### config.mk
export PLATFORM = sky130hd
export DESIGN_NAME = rgb_led_crossfade_core
export DESIGN_NICKNAME = d
export VERILOG_FILES = /design/src/rgbxf_pkg.sv /design/src/rgbxf_timer.sv /design/src/rgbxf_channel.sv /design/src/rgb_led_crossfade_core.sv
export VERILOG_INCLUDE_DIRS = /design/src /design/src/src
export SDC_FILE = /design/constraint.sdc
export NUM_CORES = 1
export LEC_CHECK = 0
export ABC_CLOCK_PERIOD_IN_PS = 12900
export BUFFER_PORTS_ARGS = -buffer_cell sky130_fd_sc_hd__buf_2
export CAP_MARGIN = 25
export CORE_MARGIN = 2
export CORE_UTILIZATION = 30
export DETAILED_ROUTE_END_ITERATION = 7
export PLACE_DENSITY_LB_ADDON = 0.1
export REMOVE_ABC_BUFFERS = 1
export SLEW_MARGIN = 20
export SYNTH_ARGS = -nofsm -noshare
export SYNTH_HDL_FRONTEND = slang
export SYNTH_SLANG_ARGS = --single-unit
### constraint.sdc
create_clock -name i_clk -period 12.9 [get_ports i_clk]
set_clock_uncertainty 0.05 [all_clocks]
set_input_delay 3.87 -clock i_clk [delete_from_list [all_inputs] [get_ports i_clk]]
set_output_delay 3.87 -clock i_clk [all_outputs]
set_load 0.01 [all_outputs]
### src/rgb_led_crossfade_core_assert.svh
// Assertion macros shared by the crossfader RTL.
// Needs nothing; the using module supplies clock, reset and property.
`ifndef RGB_LED_CROSSFADE_CORE_ASSERT_SVH
`define RGB_LED_CROSSFADE_CORE_ASSERT_SVH

`ifndef SYNTHESIS
// Clocked check, disabled while reset is low.
`define RGBXF_ASSERT(lbl, clk, rst_n, prop, msg) \
    lbl: assert property (@(posedge clk) disable iff (!rst_n) prop) else $error(msg);
// Clocked check, active during reset too.
`define RGBXF_ASSERT_ALWAYS(lbl, clk, prop, msg) \
    lbl: assert property (@(posedge clk) prop) else $error(msg);
`else
`define RGBXF_ASSERT(lbl, clk, rst_n, prop, msg)
`define RGBXF_ASSERT_ALWAYS(lbl, clk, prop, msg)
`endif

`endif

### src/rgbxf_pkg.sv
// Shared types and constants of the RGB LED crossfader.
// No dependencies.
`default_nettype none

package rgbxf_pkg;

    localparam int LEVEL_W     = 8;    // one channel level
    localparam int CHAN_W      = 5;    // one packed colour field
    localparam int COLOR_W     = 15;   // packed 5-5-5 colour
    localparam int STEP_W      = 7;    // fade step count
    localparam int DIV_W       = 8;    // tick divider and step_divide
    localparam int ACC_W       = 15;   // |delta| * step, at most 255 * 127
    localparam int RECIP_SHIFT = 22;   // exact reciprocal for ACC_W bits, steps <= 127
    localparam int NUM_CHAN    = 3;

    localparam int FADE_STEPS_DEF = 100;

    localparam logic [DIV_W-1:0]   STEP_DIVIDE_RST = 8'd10;
    localparam logic [LEVEL_W-1:0] TARGET_RST      = 8'hFF;

    localparam logic CMD_TICK = 1'b0;
    localparam logic CMD_SET  = 1'b1;

    // Per-item fade control, from the timer to the channels.
    typedef struct packed {
        logic set;      // load a new target
        logic step;     // take one fade step
        logic finish;   // this step ends the fade
    } t_fade_ctl;

endpackage

`default_nettype wire

### src/rgbxf_timer.sv
// Tick divider and fade step counter of the crossfader.
// Depends on rgbxf_pkg.
`default_nettype none

module rgbxf_timer #(
    parameter int FADE_STEPS = rgbxf_pkg::FADE_STEPS_DEF
) (
    input  wire logic                           i_clk,
    input  wire logic                           i_rst_n,
    input  wire logic                           i_advance,
    input  wire logic                           i_command,
    input  wire logic [rgbxf_pkg::DIV_W-1:0]    i_step_divide,
    output rgbxf_pkg::t_fade_ctl                o_ctl
);

    localparam int DW1 = rgbxf_pkg::DIV_W + 1;
    localparam int SW1 = rgbxf_pkg::STEP_W + 1;
    localparam logic [SW1-1:0] STEPS_END = SW1'(FADE_STEPS);

    logic [rgbxf_pkg::DIV_W-1:0]  r_div;
    logic [rgbxf_pkg::DIV_W-1:0]  n_div;
    logic [rgbxf_pkg::STEP_W-1:0] r_step;
    logic [rgbxf_pkg::STEP_W-1:0] n_step;
    logic [DW1-1:0]               w_div_inc;
    logic [SW1-1:0]               w_step_inc;
    logic                         w_tick;

    assign w_tick     = i_advance && (i_command == rgbxf_pkg::CMD_TICK);
    assign w_div_inc  = {1'b0, r_div} + DW1'(1);
    assign w_step_inc = {1'b0, r_step} + SW1'(1);

    always_comb begin
        o_ctl.set    = i_advance && (i_command == rgbxf_pkg::CMD_SET);
        o_ctl.step   = w_tick && (w_div_inc >= {1'b0, i_step_divide});
        o_ctl.finish = o_ctl.step && (w_step_inc >= STEPS_END);
    end

    always_comb begin
        n_div  = r_div;
        n_step = r_step;
        if (o_ctl.set) begin
            n_step = '0;
        end else if (w_tick) begin
            if (o_ctl.step) begin
                n_div = '0;
                if (o_ctl.finish) begin
                    n_step = '0;
                end else begin
                    n_step = w_step_inc[rgbxf_pkg::STEP_W-1:0];
                end
            end else begin
                n_div = w_div_inc[rgbxf_pkg::DIV_W-1:0];
            end
        end
    end

    always_ff @(posedge i_clk) begin
        if (!i_rst_n) begin
            r_div  <= '0;
            r_step <= '0;
        end else begin
            r_div  <= n_div;
            r_step <= n_step;
        end
    end

endmodule

`default_nettype wire

### src/rgbxf_channel.sv
// One colour channel of the crossfader: start, target, current level and
// the running |target - start| * step sum. Depends on rgbxf_pkg.
`default_nettype none

module rgbxf_channel #(
    parameter int FADE_STEPS = rgbxf_pkg::FADE_STEPS_DEF
) (
    input  wire logic                             i_clk,
    input  wire logic                             i_rst_n,
    input  wire rgbxf_pkg::t_fade_ctl             i_ctl,
    input  wire logic [rgbxf_pkg::CHAN_W-1:0]     i_color,
    output logic      [rgbxf_pkg::LEVEL_W-1:0]    o_level,
    output logic      [rgbxf_pkg::CHAN_W-1:0]     o_target
);

    localparam int LW = rgbxf_pkg::LEVEL_W;
    localparam int AW = rgbxf_pkg::ACC_W;
    localparam int RS = rgbxf_pkg::RECIP_SHIFT;
    localparam int PW = AW + RS;
    // ceil(2^RS / FADE_STEPS): floor(x * RECIP / 2^RS) == floor(x / FADE_STEPS) for x < 2^AW
    localparam longint unsigned RECIP_INT =
        ((64'd1 << RS) + 64'(FADE_STEPS) - 64'd1) / 64'(FADE_STEPS);
    localparam logic [RS-1:0] RECIP = RS'(RECIP_INT);

    logic [LW-1:0] r_start,  n_start;
    logic [LW-1:0] r_target, n_target;
    logic [LW-1:0] r_cur,    n_cur;
    logic [AW-1:0] r_acc,    n_acc;
    logic [LW-1:0] r_absd,   n_absd;
    logic          r_neg,    n_neg;

    logic [LW-1:0] w_new_tgt;
    logic [LW:0]   w_diff;
    logic [AW-1:0] w_acc_sum;
    logic [PW-1:0] w_prod;
    logic [LW-1:0] w_quot;

    assign w_new_tgt = {i_color, {(LW - rgbxf_pkg::CHAN_W){1'b0}}};
    assign w_diff    = {1'b0, w_new_tgt} - {1'b0, r_cur};
    assign w_acc_sum = r_acc + AW'(r_absd);
    assign w_prod    = {{RS{1'b0}}, w_acc_sum} * {{AW{1'b0}}, RECIP};
    assign w_quot    = w_prod[RS +: LW];

    always_comb begin
        n_start  = r_start;
        n_target = r_target;
        n_cur    = r_cur;
        n_acc    = r_acc;
        n_absd   = r_absd;
        n_neg    = r_neg;
        priority if (i_ctl.set) begin
            // restart the fade from where the level is now
            n_start  = r_cur;
            n_target = w_new_tgt;
            n_acc    = '0;
            n_neg    = w_diff[LW];
            n_absd   = w_diff[LW] ? LW'(-w_diff) : w_diff[LW-1:0];
        end else if (i_ctl.finish) begin
            n_start = r_target;
            n_cur   = r_target;
            n_acc   = '0;
            n_absd  = '0;
            n_neg   = 1'b0;
        end else if (i_ctl.step) begin
            // truncation toward zero: offset the start by floor(|delta| * step / steps)
            n_acc = w_acc_sum;
            n_cur = r_neg ? (r_start - w_quot) : (r_start + w_quot);
        end else begin
            // hold the fade state between steps
            n_cur = r_cur;
        end
    end

    always_ff @(posedge i_clk) begin
        if (!i_rst_n) begin
            r_start  <= '0;
            r_target <= rgbxf_pkg::TARGET_RST;
            r_cur    <= '0;
            r_acc    <= '0;
            r_absd   <= rgbxf_pkg::TARGET_RST;
            r_neg    <= 1'b0;
        end else begin
            r_start  <= n_start;
            r_target <= n_target;
            r_cur    <= n_cur;
            r_acc    <= n_acc;
            r_absd   <= n_absd;
            r_neg    <= n_neg;
        end
    end

    assign o_level  = n_cur;
    assign o_target = n_target[LW-1 -: rgbxf_pkg::CHAN_W];

endmodule

`default_nettype wire

### src/rgb_led_crossfade_core.sv
// Top level of the three-channel RGB LED crossfader.
// Depends on rgbxf_pkg, rgbxf_timer, rgbxf_channel, rgb_led_crossfade_core_assert.svh.
//
//  Channel   Direction  Width  Contents
//  s_axis    in         16+1   tdata: colour; tuser: command
//  m_axis    out        40     tdata: duties and target read-back
//  cfg       in         8      step_divide, write only
//
// One beat in per cycle and one beat out per cycle while the result is not
// stalled. An input register feeds the single update stage, which loads the
// result register. The recurrence on the channel state (add, reciprocal
// multiply, add) closes within that one update stage.
// Reset is synchronous, active low, and returns the valid flags, step_divide and channel state to their reset values.
// A stalled result holds the result register; the input register keeps taking
// a beat while the result register is free or drains in the same cycle.
`default_nettype none

module rgb_led_crossfade_core #(
    parameter int FADE_STEPS = rgbxf_pkg::FADE_STEPS_DEF
) (
    input  wire logic        i_clk,
    input  wire logic        i_rst_n,

    input  wire logic        i_s_axis_tvalid,
    output logic             o_s_axis_tready,
    input  wire logic [15:0] i_s_axis_tdata,   // [14:0] color, [15] zero
    input  wire logic [0:0]  i_s_axis_tuser,   // [0] command

    output logic             o_m_axis_tvalid,
    input  wire logic        i_m_axis_tready,
    output logic [39:0]      o_m_axis_tdata,   // [7:0] duty_red, [15:8] duty_green,
                                               // [23:16] duty_blue, [38:24] target_readback,
                                               // [39] zero

    input  wire logic        i_cfg_we,
    input  wire logic [7:0]  i_cfg_wdata
);

`include "rgb_led_crossfade_core_assert.svh"

    localparam int LW = rgbxf_pkg::LEVEL_W;
    localparam int CW = rgbxf_pkg::CHAN_W;
    localparam int NC = rgbxf_pkg::NUM_CHAN;

    // step_divide register
    logic [rgbxf_pkg::DIV_W-1:0] r_step_divide;

    // input register
    logic                          r_in_valid;
    logic                          r_in_cmd;
    logic [rgbxf_pkg::COLOR_W-1:0] r_in_color;

    // result register
    logic        r_out_valid;
    logic [39:0] r_out_data;

    logic                 w_advance;
    rgbxf_pkg::t_fade_ctl w_ctl;
    logic [LW-1:0]        w_level  [NC];
    logic [CW-1:0]        w_target [NC];

    // Move a beat through the update stage when the result register is free
    // or is emptied in this cycle.
    assign w_advance       = r_in_valid && (!r_out_valid || i_m_axis_tready);
    assign o_s_axis_tready = !r_in_valid || w_advance;

    always_ff @(posedge i_clk) begin
        if (!i_rst_n) begin
            r_step_divide <= rgbxf_pkg::STEP_DIVIDE_RST;
        end else if (i_cfg_we) begin
            r_step_divide <= i_cfg_wdata;
        end
    end

    // Hold the input beat until the update stage takes it.
    always_ff @(posedge i_clk) begin
        if (!i_rst_n) begin
            r_in_valid <= 1'b0;
        end else if (o_s_axis_tready) begin
            r_in_valid <= i_s_axis_tvalid;
        end
    end

    always_ff @(posedge i_clk) begin
        if (o_s_axis_tready && i_s_axis_tvalid) begin
            r_in_cmd   <= i_s_axis_tuser[0];
            r_in_color <= i_s_axis_tdata[rgbxf_pkg::COLOR_W-1:0];
        end
    end

    rgbxf_timer #(
        .FADE_STEPS (FADE_STEPS)
    ) u_timer (
        .i_clk         (i_clk),
        .i_rst_n       (i_rst_n),
        .i_advance     (w_advance),
        .i_command     (r_in_cmd),
        .i_step_divide (r_step_divide),
        .o_ctl         (w_ctl)
    );

    for (genvar ch = 0; ch < NC; ch++) begin : g_chan
        rgbxf_channel #(
            .FADE_STEPS (FADE_STEPS)
        ) u_channel (
            .i_clk    (i_clk),
            .i_rst_n  (i_rst_n),
            .i_ctl    (w_ctl),
            .i_color  (r_in_color[ch*CW +: CW]),
            .o_level  (w_level[ch]),
            .o_target (w_target[ch])
        );
    end

    // Drop the result beat once taken; load a new one on every update.
    always_ff @(posedge i_clk) begin
        if (!i_rst_n) begin
            r_out_valid <= 1'b0;
        end else if (w_advance) begin
            r_out_valid <= 1'b1;
        end else if (i_m_axis_tready) begin
            r_out_valid <= 1'b0;
        end
    end

    // Duties are inverted levels: 255 - level is the bitwise complement.
    always_ff @(posedge i_clk) begin
        if (w_advance) begin
            r_out_data <= {1'b0, w_target[2], w_target[1], w_target[0],
                           ~w_level[2], ~w_level[1], ~w_level[0]};
        end
    end

    assign o_m_axis_tvalid = r_out_valid;
    assign o_m_axis_tdata  = r_out_data;

    `RGBXF_ASSERT(a_update_loads_result, i_clk, i_rst_n, w_advance |=> r_out_valid, "update did not load result")
    `RGBXF_ASSERT(a_input_held, i_clk, i_rst_n, r_in_valid && !w_advance |=> r_in_valid && $stable(r_in_color), "pending input beat lost")
    `RGBXF_ASSERT(a_finish_is_step, i_clk, i_rst_n, w_ctl.finish |-> w_ctl.step, "fade finish without a step")
    `RGBXF_ASSERT(a_set_step_excl, i_clk, i_rst_n, !(w_ctl.set && w_ctl.step), "set and step in one update")
    `RGBXF_ASSERT_ALWAYS(a_reset_clears_out, i_clk, !i_rst_n |=> !o_m_axis_tvalid, "result valid after reset")

endmodule

`default_nettype wire
==> run metrics, run 1 <==
status complete, no violations; largest net degree at the start of global routing 78; P&R area growth vs syn 10.7%; CP max FO 7; clock transition at the registers of the reported paths 0.06 ns; crit path DAT ~11 ns; total CTS buffers 28; crit end category flip-flop; WL final 59.4 mm; grt ovf 0; clk buf depth 3; Total GRT Usage 0.153; min-delay worst type flip-flop to flip-flop; VDD IR-drop max 0.100 mV; RSZ-0062 raised after global routing no; Final TNS setup 0 ns; DP Wirelength 47.2 mm; commonest non-fill, non-tap cells in the layout inv_1, ha_1, fa_1; fin util 0.337; PortBufs slightly below 70; Iter 0 DRT Violations 718; Die ar. 0.0796 mm^2; cts hold-fix bufs 0; WL/cell 16.3 um; Die W 282 um; leakage power 12.4 nW; CP max stage cell nor3_1; H-tree Lvls 1; synthesis-stage register bit count 216; CTS tree yes; n_diodes 0; Resize count post-CTS 0; via count 16,900; Routed Antenna Nets 0; Site Rows ~100; Die Span Y 282 um; top cell type's share of synthesized area 0.201; number of global-route vias before repair between 15,000 and 20,000; cell area after synthesis 0.0232 mm^2; dominant cells by area after synthesis ha_1, fa_1, dfxtp_1; Clock Sinks 216; max-cap viol count 0; Yosys top cell by area ha_1; Yosys cell types between 90 and 100; Fin. Hold Viols 0; global-route wire length before repair 96.6 mm; core box area 0.0762 mm^2; Yosys warning total 0; initial antenna violation count 2; layout cells sized above 1 0.0699; CTS root buf clkbuf_16; Pre-Repair DR Iteration Count 5; Peak Freq approximately 0.09 GHz; Avg Synthesized Cell Area 9.06 um^2; Initial Utilization 0.304; pwr dens about 160 mW/mm^2; IO Count 72; Primary FF master, synth dfxtp_1; RePlAce Congestion 0.806; register area share after synthesis 0.210; Startpoint Class flip-flop; commonest non-fill, non-tap cell in the layout inv_1; Setup Fix Bufs, Post-CTS 0; Req. time, crit path 13.16 ns; fin nets between 3,000 and 4,000; WS Path Type flip-flop to flip-flop; Tightest Pin Transition 1.06 ns; Slew Viols, Final 0; Post-route DRC 0; fill count 7,930; Post-synth EDFFs 55; DR vias/cell roughly 4.6; ratio of final minimum period to clock period 0.836; Worst path max stage delay 0.75 ns; crit path time final ~11 ns; worst-skew pair later-pin latency 0.58 ns; final setup fails 0; Max-slew headroom 0.290; Mapped Cells 2,559; Post-synth ARST share 0
==> area by class of cell <==
cell class / count / area (um^2) / share of cell area
clock buffers: 36 / 802 / 0.0312
inverters: 464 / 1740 / 0.0678
repair buffers: 86 / 473 / 0.0184
clock inverters: 16 / 233 / 0.00906
multi-input cells: 1800 / 16300 / 0.633
flip-flops and latches: 216 / 4870 / 0.190
well taps: 1030 / 1290 / 0.0502
==> worst paths after layout <==
check	start	end	slack (ns)	cells past startpoint
setup / recovery	g_chan[0].u_channel.r_absd[1]	o_m_axis_tdata[7]	2.12	37
hold / removal	g_chan[1].u_channel.r_acc[4]	g_chan[1].u_channel.r_acc[4]	0.41	2
setup reg to reg	g_chan[0].u_channel.r_absd[1]	o_m_axis_tdata[7]	2.12	37
hold reg to reg	g_chan[1].u_channel.r_acc[4]	g_chan[1].u_channel.r_acc[4]	0.41	2
==> state kept, by name, summed over array words and instances (netlist names), named ones only <==
register                   flops
g_chan.u_channel.r_absd       24
g_chan.u_channel.r_acc        45
g_chan.u_channel.r_cur        12
g_chan.u_channel.r_neg         3
g_chan.u_channel.r_start      24
g_chan.u_channel.r_target     16
o_m_axis_tdata                39
o_m_axis_tvalid                1
r_in_cmd                       1
r_in_color                    15
r_in_valid                     1
r_step_divide                  8
u_timer.r_div                  8
u_timer.r_step                 7
==> cells in the mapped netlist, types with 14 or more instances <==
master and count:
xor2_1 62, nand3_1 45, ha_1 372, nor2b_1 33, o21a_1 21, nor3_1 21, fa_1 199, and2_1 18
a31oi_1 37, o21ai_0 88, nand2_1 185, nand4_1 14, xnor2_1 120, dfxtp_1 161, nor2_1 174, a21oi_1 131
edfxtp_1 55, clkbuf_1 59, mux2i_1 25, nand2b_1 18, o21bai_1 21, a21o_1 23, a211oi_1 16, inv_1 461
==> worst max-delay path: cells and delay by family, from the launching register on <==
| kind | cells | cell delay (ns) |
|---|---|---|
| buffers and inverters | 5 | 0.49 |
| adder cells (fa/ha/maj) | 9 | 3.61 |
| AO/OA/AOI/OAI | 14 | 3.41 |
| multiplexers | 1 | 0.39 |
| AND/OR/NAND/NOR | 4 | 1.32 |
| XOR/XNOR | 4 | 0.91 |
| flip-flops | 1 | 0.34 |
==> power by group <==
group	switching (mW)	leakage, nW	internal, mW
Clock	0.328	0.513	0.540
Combinational	1.44	10.1	1.04
Sequential	0.0141	1.76	0.715
Total	1.78	12.4	2.30
==> metrics by stage <==
stage,hold WS (ns),power [mW],setup WS (ns),std cells,instance area (um^2)
6_report,0.410,4.08,2.12,3648,25700
5_1_grt,0.442,4.54,1.43,3648,25700
4_1_cts,0.412,4.17,1.97,3648,25700
3_5_place_dp,0.403,3.27,2.08,3596,24600
3_3_place_gp,0.396,3.24,2.14,3594,24600
2_1_floorplan,0.389,2.62,3.85,2480,22800
==> per-layer routing <==
metal | routed length (um) | up-vias | share of wire | GRT usage
li1 | - | 8562 | - | -
met1 | 28400 | 8124 | 0.48 | 0.206
met2 | 28600 | 186 | 0.48 | 0.269
met3 | 1510 | 50 | 0.025 | 0.0133
met4 | 879 | 0 | 0.015 | 0.0278
met5 | 0 | - | 0 | 0
==> logic make-up after synthesis <==
group           share of synthesized area
fa+ha+maj                           0.372
other cells                      0.000162
simple gates                        0.115
mux                                0.0139
compound gates                      0.124
flops                               0.210
buf+inv                            0.0907
xor+xnor                           0.0735
No activity file was read; power rests on OpenSTA's default activity.
==> run 2, diff against run 1 <==
--- a/config.mk
+++ b/config.mk
@@ -6,7 +6,7 @@
 export SDC_FILE = /design/constraint.sdc
 export NUM_CORES = 1
 export LEC_CHECK = 0
-export ABC_CLOCK_PERIOD_IN_PS = 12900
+export ABC_CLOCK_PERIOD_IN_PS = 11200
 export BUFFER_PORTS_ARGS = -buffer_cell sky130_fd_sc_hd__buf_2
 export CAP_MARGIN = 25
 export CORE_MARGIN = 2
==> constraint.sdc (replaced) <==
create_clock -name i_clk -period 11.2 [get_ports i_clk]
set_clock_uncertainty 0.05 [all_clocks]
set_input_delay 3.36 -clock i_clk [delete_from_list [all_inputs] [get_ports i_clk]]
set_output_delay 3.36 -clock i_clk [all_outputs]
set_load 0.01 [all_outputs]
==> run 2 against run 1 <==
Non-clock buffer count increased by 10. Sequential power up 15%. Critical path type unchanged. Critical path depth grew 4. Die area unchanged. Largest cell class unchanged. Sequential share of layout area hardly changed.
==> run metrics, run 2 (synthesis gave the netlist of run 1 again) <==
fill count 7,908; max-cap viol count 0; total CTS buffers 28; NetSw about 2.1 mW; n_diodes 0; WS Path Type flip-flop to flip-flop; pwr dens 183 mW/mm^2; pre-CTS WS 0.666 ns; Critical Path Start g_chan[1].u_channel.r_absd[1]; Seq pwr share 0.178; Worst path max stage delay 0.54 ns; Die Span Y 282 um; Setup Fix Bufs, Post-CTS 0; Die W 282 um; Site Rows 101; CTS root buf clkbuf_16; Post-route DRC 0; Tightest Pin Transition 0.914 ns; leakage power 12.4 nW; fin nets 3,207; Multi-input gate area 0.0163 mm^2; Iter 0 DRT Violations 746; IO Count a little over 70; CP max FO 8; worst-skew pair later-pin latency 0.59 ns; VDD IR-drop max 0.132 mV; crit path time final 10.20 ns; worst r2r src g_chan[1].u_channel.r_absd[1]; commonest non-fill, non-tap cell in the layout inv_1; commonest non-fill, non-tap cells in the layout inv_1, ha_1, fa_1; FF+latch area just under 0.005 mm^2; Gate power share 0.613; crit end category flip-flop; Largest Register g_chan.u_channel.r_acc; PortBufs 69; ratio of final minimum period to clock period 0.910; global-route wire length before repair 95.9 mm; Max-slew headroom 0.386; Total GRT Usage 0.153; Clock power frac 0.209; Die ar. 0.0796 mm^2; WL/cell ~16 um; P&R area growth vs syn 11.0%; via count around 17,000; RePlAce Congestion 0.811; Fin. Hold Viols 0; switching share of power 0.439; initial antenna violation count 3; most used cell, CP inv_1; Top Family by Delay on Critical Path adder cells; Slew Viols, Final 0; P_int 2.64 mW; final setup fails 0; clk buf depth 3; Routed Antenna Nets 0; Initial Utilization 0.304; Clock Sinks 216; clock transition at the registers of the reported paths ~0.060 ns; Pre-Repair DR Iteration Count 5; core box area 0.0762 mm^2; Peak Freq 0.0981 GHz; largest net degree at the start of global routing just under 80; HP Start g_chan[1].u_channel.r_acc[6]; crit path DAT 10.49 ns; layout cells sized above 1 0.0746; number of global-route vias before repair 17,500; Startpoint Class flip-flop; DR vias/cell 4.61; min-delay worst type flip-flop to flip-flop; RSZ-0062 raised after global routing no; Final TNS setup 0 ns; number of flip-flops in the largest register 45; status complete, no violations; Req. time, crit path 11.50 ns; CP max stage cell fa_1; CTS tree yes; final worst slack 1.00 ns; WL final between 50 and 60 mm; WP buf/inv 6; DP Wirelength 47.0 mm; H-tree Lvls 1; grt ovf 0
[run 2: power groups by stage]
stage / Combinational (mW) / Sequential [mW] / Clock [mW]
after global routing: 3.36 / 0.842 / 1.05
final: 2.89 / 0.839 / 0.987
after global placement: 2.90 / 0.857 / 0
after detailed placement: 2.93 / 0.857 / 0
after CTS: 2.96 / 0.840 / 1.02
after floorplan: 2.17 / 0.851 / 0
[run 2: path summary, 6_finish.rpt]
kind	cells past startpoint	slack, ns	to
worst max register to register	41	1.00	o_m_axis_tdata[15]
worst min-delay path	2	0.41	g_chan[1].u_channel.r_acc[6]
worst max-delay path	41	1.00	o_m_axis_tdata[15]
worst min register to register	2	0.41	g_chan[1].u_channel.r_acc[6]
[run 2: worst reg2reg max path: cells and delay by family (launching register included)]
family,cells,cell delay (ns)
muxes,1,0.27
and+or+nand+nor,6,1.07
DFF,1,0.39
AOI/OAI and AO/OA,14,3.16
buffers and inverters,6,0.58
adders and majority gates,8,3.20
xor gates and xnor gates,6,1.25
[run 2: layout make-up]
cell class / instances / share of cell area
Sequential cell: 216 / 0.189
Inverter: 464 / 0.0677
Clock buffer: 32 / 0.0290
Timing Repair Buffer: 96 / 0.0213
Tap cell: 1030 / 0.0501
Clock inverter: 20 / 0.0106
Multi-Input combinational cell: 1800 / 0.632
[run 2: stage by stage]
step	hold WS, ns	instance area (um^2)	cells	power [mW]	utilization
after floorplan	0.389	22800	2480	3.02	-
after global placement	0.396	24700	3603	3.75	0.324
after detailed placement	0.403	24700	3603	3.79	0.324
after CTS	0.411	25700	3655	4.82	0.337
after global routing	0.423	25700	3658	5.25	0.338
final	0.408	25700	3658	4.71	0.338
[run 2: layer usage]
layer  vias to the layer above  GRT usage  routed length, um
li1                       8567          -                  -
met1                      8048      0.209              28800
met2                       186      0.263              27900
met3                        62     0.0132               1530
met4                         0     0.0308               1090
met5                         -          0                  0
[run 2: repair_timing]
item / CTS / global route
hold buffers: 0 / 0
gates resized for setup: 0 / 1
endpoints found under the setup margin: 0 / 1
